**config.mk**
```make
export PLATFORM = sky130hd
export DESIGN_NAME = bfnd_ctrl
export DESIGN_NICKNAME = d
export VERILOG_FILES = /design/src/bfnd_pkg.sv /design/src/bfnd_ctrl.sv
export SDC_FILE = /design/constraint.sdc
export NUM_CORES = 1
export LEC_CHECK = 0
export BUFFER_PORTS_ARGS = -buffer_cell sky130_fd_sc_hd__clkbuf_2
export CAP_MARGIN = 20
export CORE_AREA = 2 2 39 41
export DETAILED_ROUTE_END_ITERATION = 7
export DIE_AREA = 0 0 41 43
export HOLD_SLACK_MARGIN = 0.03
export MAX_ROUTING_LAYER = met4
export PLACE_DENSITY = 0.7
export SYNTH_ARGS = -nofsm -noshare
export SYNTH_HDL_FRONTEND = slang
export SYNTH_SLANG_ARGS = --single-unit
```
**constraint.sdc**
```tcl
create_clock -name clk -period 3 [get_ports clk]
set_input_delay 0.3 -clock clk [delete_from_list [all_inputs] [get_ports clk]]
set_output_delay 0.3 -clock clk [all_outputs]
set_load 0.005 [all_outputs]
```
**src/bfnd_pkg.sv**
```systemverilog
`timescale 1ns / 1ps
// Shared types, constants and codes of the bilevel frame downscaler.
// No dependencies; imported by every module of the block except bfnd_ram.
package bfnd_pkg;

  // Frame store geometry
  localparam int BYTES_PER_ROW = 48;
  localparam int MAX_ROWS      = 512;
  localparam int STORE_BYTES   = BYTES_PER_ROW * MAX_ROWS;
  localparam int STORE_AW      = $clog2(STORE_BYTES);
  // Computed byte address: row below 1024, column byte below 64
  localparam int BADDR_W       = $clog2(1024 * BYTES_PER_ROW + 64);

  // Shared divider: widest dividend is out_y * src_height
  localparam int DIV_DVD_W = 19;
  localparam int DIV_DSR_W = 11;
  localparam int DIV_CNT_W = $clog2(DIV_DVD_W);

  // Configuration port
  localparam int PADDR_W = 4;
  localparam logic [1:0] REG_SRC_WIDTH      = 2'd0;
  localparam logic [1:0] REG_SRC_HEIGHT     = 2'd1;
  localparam logic [1:0] REG_MAX_OUT_HEIGHT = 2'd2;

  // Commands
  localparam logic CMD_WRITE  = 1'b0;
  localparam logic CMD_SAMPLE = 1'b1;

  localparam logic [7:0] GRAY_BLACK = 8'd0;
  localparam logic [7:0] GRAY_WHITE = 8'd255;

  typedef struct packed {
    logic       command;
    logic [14:0] byte_address;
    logic [7:0]  byte_value;
    logic [8:0]  out_x;
    logic [8:0]  out_y;
  } bfnd_in_t;

  typedef struct packed {
    logic [7:0] gray;
    logic [8:0] out_width;
    logic [9:0] out_height;
    logic       outside;
  } bfnd_out_t;

  typedef struct packed {
    logic [8:0] src_width;
    logic [9:0] src_height;
    logic [9:0] max_out_height;
  } bfnd_cfg_t;

  typedef enum logic [2:0] {
    OP_SCALE,
    OP_WIDTH,
    OP_HEIGHT,
    OP_COLX,
    OP_ROWY
  } bfnd_op_t;

  typedef struct packed {
    logic     load_item;
    logic     wr_byte;
    logic     div_start;
    bfnd_op_t div_op;
    logic     div_take;
    logic     take_outside;
    logic     mem_read;
    logic     take_pixel;
  } bfnd_cmd_t;

  typedef struct packed {
    logic div_done;
    logic outside;
  } bfnd_sts_t;

  typedef enum logic [3:0] {
    ST_IDLE,
    ST_SCALE_GO,
    ST_SCALE_WAIT,
    ST_WIDTH_GO,
    ST_WIDTH_WAIT,
    ST_HEIGHT_GO,
    ST_HEIGHT_WAIT,
    ST_CHECK,
    ST_COLX_GO,
    ST_COLX_WAIT,
    ST_ROWY_GO,
    ST_ROWY_WAIT,
    ST_READ,
    ST_FETCH,
    ST_REPLY
  } bfnd_state_t;

endpackage

```
**src/bfnd_ctrl.sv**
```systemverilog
`timescale 1ns / 1ps
// Controller state machine: sequences divisions, store read and result strobe.
// Depends on bfnd_pkg.
module bfnd_ctrl
  import bfnd_pkg::*;
(
  input  logic      clk,
  input  logic      rst,
  input  logic      start,
  input  logic      command,
  input  logic      cfg_wr,
  input  bfnd_sts_t sts,
  output bfnd_cmd_t cmd,
  output logic      busy,
  output logic      done
);

  bfnd_state_t state, state_next;
  logic        dims_valid;

  always_ff @(posedge clk) begin
    if (rst) begin
      state <= ST_IDLE;
    end else begin
      state <= state_next;
    end
  end

  // Output size depends only on configuration: keep it until the next write
  always_ff @(posedge clk) begin
    if (rst || cfg_wr) begin
      dims_valid <= 1'b0;
    end else if (state == ST_HEIGHT_WAIT && sts.div_done) begin
      dims_valid <= 1'b1;
    end
  end

  always_comb begin
    state_next = state;
    unique case (state)
      ST_IDLE: begin
        if (start && command == CMD_SAMPLE) begin
          state_next = dims_valid ? ST_CHECK : ST_SCALE_GO;
        end
      end
      ST_SCALE_GO:    state_next = ST_SCALE_WAIT;
      ST_SCALE_WAIT:  if (sts.div_done) state_next = ST_WIDTH_GO;
      ST_WIDTH_GO:    state_next = ST_WIDTH_WAIT;
      ST_WIDTH_WAIT:  if (sts.div_done) state_next = ST_HEIGHT_GO;
      ST_HEIGHT_GO:   state_next = ST_HEIGHT_WAIT;
      ST_HEIGHT_WAIT: if (sts.div_done) state_next = ST_CHECK;
      ST_CHECK:       state_next = sts.outside ? ST_REPLY : ST_COLX_GO;
      ST_COLX_GO:     state_next = ST_COLX_WAIT;
      ST_COLX_WAIT:   if (sts.div_done) state_next = ST_ROWY_GO;
      ST_ROWY_GO:     state_next = ST_ROWY_WAIT;
      ST_ROWY_WAIT:   if (sts.div_done) state_next = ST_READ;
      ST_READ:        state_next = ST_FETCH;
      ST_FETCH:       state_next = ST_REPLY;
      ST_REPLY:       state_next = ST_IDLE;
      default:        state_next = ST_IDLE;
    endcase
  end

  always_comb begin
    cmd = '0;
    cmd.div_op = OP_SCALE;
    busy = (state != ST_IDLE);
    done = 1'b0;
    unique case (state)
      ST_IDLE: begin
        cmd.load_item = start && command == CMD_SAMPLE;
        cmd.wr_byte   = start && command == CMD_WRITE;
      end
      ST_SCALE_GO: begin
        cmd.div_op    = OP_SCALE;
        cmd.div_start = 1'b1;
      end
      ST_SCALE_WAIT: begin
        cmd.div_op   = OP_SCALE;
        cmd.div_take = sts.div_done;
      end
      ST_WIDTH_GO: begin
        cmd.div_op    = OP_WIDTH;
        cmd.div_start = 1'b1;
      end
      ST_WIDTH_WAIT: begin
        cmd.div_op   = OP_WIDTH;
        cmd.div_take = sts.div_done;
      end
      ST_HEIGHT_GO: begin
        cmd.div_op    = OP_HEIGHT;
        cmd.div_start = 1'b1;
      end
      ST_HEIGHT_WAIT: begin
        cmd.div_op   = OP_HEIGHT;
        cmd.div_take = sts.div_done;
      end
      ST_CHECK: cmd.take_outside = sts.outside;
      ST_COLX_GO: begin
        cmd.div_op    = OP_COLX;
        cmd.div_start = 1'b1;
      end
      ST_COLX_WAIT: begin
        cmd.div_op   = OP_COLX;
        cmd.div_take = sts.div_done;
      end
      ST_ROWY_GO: begin
        cmd.div_op    = OP_ROWY;
        cmd.div_start = 1'b1;
      end
      ST_ROWY_WAIT: begin
        cmd.div_op   = OP_ROWY;
        cmd.div_take = sts.div_done;
      end
      ST_READ:  cmd.mem_read = 1'b1;
      ST_FETCH: cmd.take_pixel = 1'b1;
      ST_REPLY: done = 1'b1;
      default: ;
    endcase
  end

  a_done_single: assert property (@(posedge clk) disable iff (rst)
    done |=> !done)
    else $error("result strobe held longer than one cycle");

  a_write_no_busy: assert property (@(posedge clk) disable iff (rst)
    (start && !busy && command == CMD_WRITE) |=> !busy)
    else $error("byte write left the block busy");

  a_sample_busy: assert property (@(posedge clk) disable iff (rst)
    (start && !busy && command == CMD_SAMPLE) |=> busy)
    else $error("sample accepted without going busy");

  a_check_dims: assert property (@(posedge clk) disable iff (rst)
    (state == ST_CHECK) |-> dims_valid)
    else $error("bounds check before output size is known");

  a_take_on_done: assert property (@(posedge clk) disable iff (rst)
    cmd.div_take |-> sts.div_done)
    else $error("quotient taken before division finished");

endmodule

```
Word level (Yosys, flattened, before mapping)

Cells that the tools add are included.

Bits in registers: 5
Input bits: 7
Logic and storage cells: 53

Reduce and logical (&&, ||, !) cells: 13
Mux-type cells: 17
Bitwise gates (word level): 1
Eq/ne operators: 20

Operators with widths:

| kind                 | number |
|---|---|
| $pmux W4 S14         | 1 |
| $eq A4 B4 Y1 const B | 7 |
| $mux W4              | 6 |
| $eq A4 B3 Y1 const B | 4 |
| $ne A2 B2 Y1 const B | 6 |
| $pmux W3 S4          | 1 |
| $reduce_or A5 Y1     | 2 |
| $eq A4 B2 Y1 const B | 2 |
| $reduce_or A2 Y1     | 4 |
| $mux W1              | 6 |
| $mux W3              | 2 |
| $reduce_and A6 Y1    | 1 |
| $eq A4 B1 Y1 const B | 1 |
| $logic_not A4 Y1     | 1 |
| $reduce_bool A4 Y1   | 1 |
| $logic_and A1 B1 Y1  | 3 |
| $mux W2              | 1 |
| $logic_or A1 B1 Y1   | 1 |
| $not A1 Y1           | 1 |

Depth between registers and ports, before layout

Gate-level depths: netlist of run 1.

Depth after elaboration: 3
Gate-level depth with buffers: 5
Mapped depth without buffers: 4

Worst setup path after synthesis of run 1

OpenSTA, ideal clock, no wires.

Path type: register to output
Start: register state[1]
End: output cmd[4] in the netlist's numbering
Setup slack: 1.657 ns
Cell stages (with the launch flop): 6
Required time: 2.700 ns
Arrival time: 1.043 ns
Path through: dfxtp_1 > buf_2 > inv_2 > nor2_1 > a21boi_1 > o2bb2ai_1

RTL lines:

| what                   | line            | source |
|---|---|---|
| start, declared        | bfnd_ctrl.sv:18 | `bfnd_state_t state, state_next;` |
| start signal, assigned | bfnd_ctrl.sv:25 | `state <= state_next;` |
| end, declared          | bfnd_ctrl.sv:13 | `output bfnd_cmd_t cmd,` |

==> results.toml, run 1 <==
[finish]
syn2layout_area_growth_pct = 21.96
final_common_cell = "clkbuf_2"
insertedDiodeCount = 0
final_cell_mix = "clkbuf_2, nand2_1, nor2_1, nand2b_1, dfxtp_1"
drive_gt1_frac = 0.3294
nNetsFinal = 93

[grt]
grt_pass1_vias = 456
grt_max_degree = 19
grt_util_all_layers = 0.1473
grt-ovfl-total = 0
antenna_found_initial = 0
grt_pass1_wl_mm = 1.787

[clock_tree]
path_clk_slew_ps = 40
cts_made_buffers = 3
clock_sinks = 5
cts_resized = 0
tritoncts = "yes"
cts_hold_buf = 0
cts_setup_buffers = 0
cts_max_level = 1
root_buffer = "clkbuf_4"
cts_max_path_buffers = 2
clk-insertion-delay-late_ps = 240

[sta]
final.setup_skew_ps = 7.906
tightest_slew_ps = 595.3
fin_setup_tns_ps = 0
fin_crit_sh = 0.6299
fmax_ghz = 0.5292
final.min_clock_period_ps = 1890
finalMaxSlewViolations = 0
hold_violations = 0
setup_slack_ps = 1110
relSlewSlack = 0.6026
rsz0062_at_grt = "false"
finalSetupViolCount = 0

[worst_setup_path]
path_class = "reg -> out"
critPathLaunchType = "register"
cp_slowest_cell = "dfxtp_1"
critPathArrivalTime_ps = 1590
path_max_fanout = 13
r2r-end = "state[1]"
cp_slowest_stage_delay_ps = 620
r2r-start = "state[0]"
regToRegSetupSlack_ps = 1480
crit_chain = "inv_2, nor2_1, a21boi_1, o2bb2ai_1, clkbuf_2"
worstPathRequired_ps = 2700
r2r_cells = 4
worstSetupEndpointType = "output pin"

[floorplanning]
die_area_mm2 = 0.001763
initial_utilization = 0.3499
die_height_um = 43
io_pins = 19
rows = 14
die_x_um = 41
core_mm2 = 0.001384

[drt]
viasPerCell = 5.198
drcViolationCount = 0
detail-route-antenna-nets = 0
drt-initial-drc-count = 6
drt_pre_antenna_iters = 3
wl_per_cell_um = 10.76
drt-total-wl_mm = 1.087
vias = 525

[run]
drv_cap = 0

[synth]
synth_area_um2 = 484.2
synth_top_area_frac = 0.2067
syn_nets = 75
synth_top_area_cell = "dfxtp_1"
ys_ff_latch = 5
synth_edf_count = 0
ys_types = 32
syn-mean-instance-area_um2 = 7.121
ys.warnings.count = 0
ys.flop_type = "dfxtp_1"
yosys-top-cells-area = "dfxtp_1, nand2_1, nor2_1"
yosysSeqAreaShare = 0.2067
synth_async_sr_flop_share = 0
synthCells = 68

[power_and_ir_drop]
finalPower_w = 0.0004343
p_leak_nw = 0.2471
vdd.ir_drop.worst_mv = 0.4507
p_per_area_mw_per_mm2 = 735.4

[hold_path]
hold_start = "cfg_wr"
hold_path_class = "in -> reg"
hold_end = "dims_valid"
min_path_cells = 2

[place]
io_buffers = 18
hpwlAfterDp_um = 800.3
place_ws_ps = 1369
globalplace.congestion = 0.8079

[outcome]
status = "completed"
==> metrics by stage <==
stage / instances / hold WS (ps) / utilization / area [um2]
after global placement: 97 / 470.2 / 0.4078 / 564.3
after detailed placement: 97 / 480.4 / 0.4078 / 564.3
after global routing: 101 / 224.2 / 0.4268 / 590.6
after floorplan: 68 / 362.4 / - / 484.2
after CTS: 101 / 231.4 / 0.4268 / 590.6
final: 101 / 231.5 / 0.4268 / 590.6
==> metal layers <==
layer	wire [um]	vias up	track usage
li1	-	271	-
met1	545	242	0.1774
met2	509	12	0.2281
met3	33	0	0.06283
met4	0	0	0.02000
met5	0	-	-
==> flip-flops by register name (all words and copies together) (netlist names) <==
| register | count |
|---|---|
| state | 4 |
| dims_valid | 1 |
==> area by class of cell <==
cell class	count	area [um2]
Inverter	4	15.01
Clock buffer	4	26.28
Multi-Input combinational cell	54	339.1
Sequential cell	5	100.1
Timing Repair Buffer	18	90.09
Fill cell	151	793.3
Tap cell	16	20.02
==> power by group <==
| part | internal (W) | total [W] | switching [W] |
|---|---|---|---|
| Combinational | 0.000110 | 0.000212 | 0.000103 |
| Sequential | 0.0000815 | 0.000144 | 0.0000629 |
| Clock | 0.0000503 | 0.0000775 | 0.0000272 |
==> worst max path at each step <==
stage / start / end / slack [ps]
after floorplan: state[1] / cmd[4] / 1660
after global placement: state[1] / cmd[4] / 1410
after detailed placement: state[1] / cmd[4] / 1370
after CTS: state[1] / cmd[4] / 1120
after global routing: state[1] / cmd[4] / 980
final: state[1] / cmd[4] / 1110
==> kinds of logic after synthesis <==
| kind of cell | Yosys count | share of synthesized area |
|---|---|---|
| AOI/OAI and AO/OA | 17 | 0.2610 |
| and+or+nand+nor | 33 | 0.3617 |
| DFF | 5 | 0.2067 |
| xor gates and xnor gates | 2 | 0.03618 |
| buffers and inverters | 9 | 0.09300 |
| muxes | 2 | 0.04135 |
==> cell usage after synthesis (all sizes together) (2+ instances only) <==
| cell | number |
|---|---|
| a21oi | 5 |
| a31oi | 2 |
| buf | 4 |
| dfxtp | 5 |
| inv | 3 |
| mux2i | 2 |
| nand2 | 10 |
| nand2b | 5 |
| nor2 | 9 |
| nor2b | 2 |
| o21ai | 3 |
| or4b | 2 |
| xnor2 | 2 |
==> critical path: cells and delay by family, from the launching register on <==
kind | cells | cell delay [ps]
and+or+nand+nor | 1 | 240
buffers and inverters | 2 | 230
AOI/OAI and AO/OA | 2 | 270
DFF | 1 | 620
Power figures use the tool's default switching activity.
==> run 2: changes to the inputs <==
--- a/config.mk
+++ b/config.mk
@@ -12,7 +12,7 @@
 export DIE_AREA = 0 0 41 43
 export HOLD_SLACK_MARGIN = 0.03
 export MAX_ROUTING_LAYER = met4
-export PLACE_DENSITY = 0.7
+export PLACE_DENSITY = 0.72
 export SYNTH_ARGS = -nofsm -noshare
 export SYNTH_HDL_FRONTEND = slang
 export SYNTH_SLANG_ARGS = --single-unit
==> constraint.sdc (replaced) <==
create_clock -name clk -period 1.72 [get_ports clk]
set_input_delay 0.172 -clock clk [delete_from_list [all_inputs] [get_ports clk]]
set_output_delay 0.172 -clock clk [all_outputs]
set_load 0.005 [all_outputs]
==> run 2 against run 1 <==
Routed wire length increased by 3.4%; via count rose by 3.0%; power increased by 83%; non-clock buffer count is 2 higher; cell area increased by 3.4%; worst setup slack got worse by 990 ps; global-route usage rose by 0.32 points; die area is the same; clock power rose by 95%; first-iteration DRC count increased by 120%; critical path type unchanged; largest power group unchanged.
==> results.toml, run 2 (synthesis results as in run 1) <==
[floorplanning]
core_mm2 = 0.001384
rows = 14
io_pins = 19
die_area_mm2 = 0.001763
die_x_um = 41
die_height_um = 43
initial_utilization = 0.3499

[clock_tree]
cts_max_level = 1
tritoncts = "yes"
root_buffer = "clkbuf_4"
clock_sinks = 5
clk-insertion-delay-late_ps = 260
cts_made_buffers = 3
cts_setup_buffers = 0
cts_max_path_buffers = 2
path_clk_slew_ps = 50

[finish]
insertedDiodeCount = 0
final_common_cell = "clkbuf_2"
syn2layout_area_growth_pct = 26.10
max_flop_register = "state"
utilization = 0.4412
nNetsFinal = 95
drive_gt1_frac = 0.3793
final_cell_mix = "clkbuf_2, nand2_1, nor2_1, nand2b_1, a21oi_1"
biggestRegsByFlops = "state: 4 flops, dims_valid: 1 flops"
largest_reg_flops = 4

[sta]
tightest_slew_ps = 359.9
setup_slack_ps = 119.2
fin_setup_tns_ps = 0
whs_ps = 80.07
finalSetupViolCount = 0
final.min_clock_period_ps = 1601
fin_crit_sh = 0.9307
finalMaxSlewViolations = 0
rsz0062_at_grt = "false"
relSlewSlack = 0.7597
fmax_ghz = 0.6247
hold_violations = 0
final.setup_skew_ps = 10.29

[worst_setup_path]
worstSetupEndpointType = "output pin"
path_max_fanout = 12
crit_chain = "nor2_1, o31a_1, nor2b_1, clkbuf_2"
path_class = "reg -> out"
critPathBufInv = 1
cp_slowest_stage_delay_ps = 530
crit_family = "flip-flops"
cp_slowest_cell = "dfxtp_1"
worstPathRequired_ps = 1550
critPathLaunchType = "register"
critPathArrivalTime_ps = 1430

[drt]
vias = 541
detail-route-antenna-nets = 0
wl_per_cell_um = 10.91
drt_pre_antenna_iters = 4
drt-total-wl_mm = 1.124
viasPerCell = 5.252
drt-initial-drc-count = 13
drcViolationCount = 0

[power_and_ir_drop]
p_per_area_mw_per_mm2 = 1304
p_int_w = 0.0004445
finalPower_w = 0.0007959
combPwrFrac = 0.530
vdd.ir_drop.worst_mv = 0.3520
p_leak_nw = 0.2582
sequentialPowerShare = 0.280
p_clk_frac = 0.190
p_sw_frac = 0.4415
power_switching_w = 0.0003514

[place]
io_buffers = 18
hpwlAfterDp_um = 843.5
place_ws_ps = 257.4
globalplace.congestion = 0.8756

[grt]
antenna_found_initial = 0
grt_pass1_wl_mm = 1.800
grt_pass1_vias = 435
grt_util_all_layers = 0.1505
grt_max_degree = 15
grt-ovfl-total = 0

[hold_path]
hold_path_class = "in -> reg"

[outcome]
status = "completed"

[run]
drv_cap = 0
run 2: worst paths after layout:
kind / startpoint / end / slack [ps] / depth (start not counted)
worst max-delay path: state[2] / cmd[3] / 120 / 4
worst min-delay path: cfg_wr / dims_valid / 80 / 2
worst max register to register: state[2] / state[2] / 320 / 3
worst min register to register: dims_valid / dims_valid / 570 / 2
run 2: final cells by class:
cell class                      instances  area (um2)
Sequential cell                         5       102.6
Tap cell                               16       20.02
Clock buffer                            4       26.28
Multi-Input combinational cell         54       341.6
Fill cell                             152       773.2
Inverter                                4       15.01
Timing Repair Buffer                   20       105.1
run 2: stage by stage:
| stage | area [um2] | instances |
|---|---|---|
| final | 610.6 | 103 |
| after global routing | 610.6 | 103 |
| after CTS | 606.8 | 103 |
| after detailed placement | 579.3 | 99 |
| after global placement | 579.3 | 99 |
| after floorplan | 484.2 | 68 |
run 2: worst reg2reg max path, stage by stage (launching register included):
cell and delay [ps]:
dfxtp_1 530, buf_4 210, or4b_1 460, a21oi_2 140
run 2: what timing repair did:
action                                  CTS  global route
hold buffers                              0             0
resized for setup                         1             2
endpoints found under the setup margin    1             2
gates cloned                              0             0
run 2: per-layer routing:
layer | wire length (um) | vias to the layer above | GRT usage
met3 | 73 | 3 | 0.01571
met1 | 500 | 239 | 0.1942
met5 | 0 | - | -
met4 | 32 | 0 | 0.1000
li1 | - | 278 | -
met2 | 516 | 21 | 0.2125
run 2: power by group through the flow:
stage               clock (W)  combinational (W)  sequential [W]
floorplan                   0           0.000380        0.000163
global placement            0           0.000419        0.000221
detailed placement          0           0.000422        0.000223
CTS                  0.000153           0.000424        0.000223
global route         0.000157           0.000481        0.000235
finish               0.000151           0.000422        0.000223
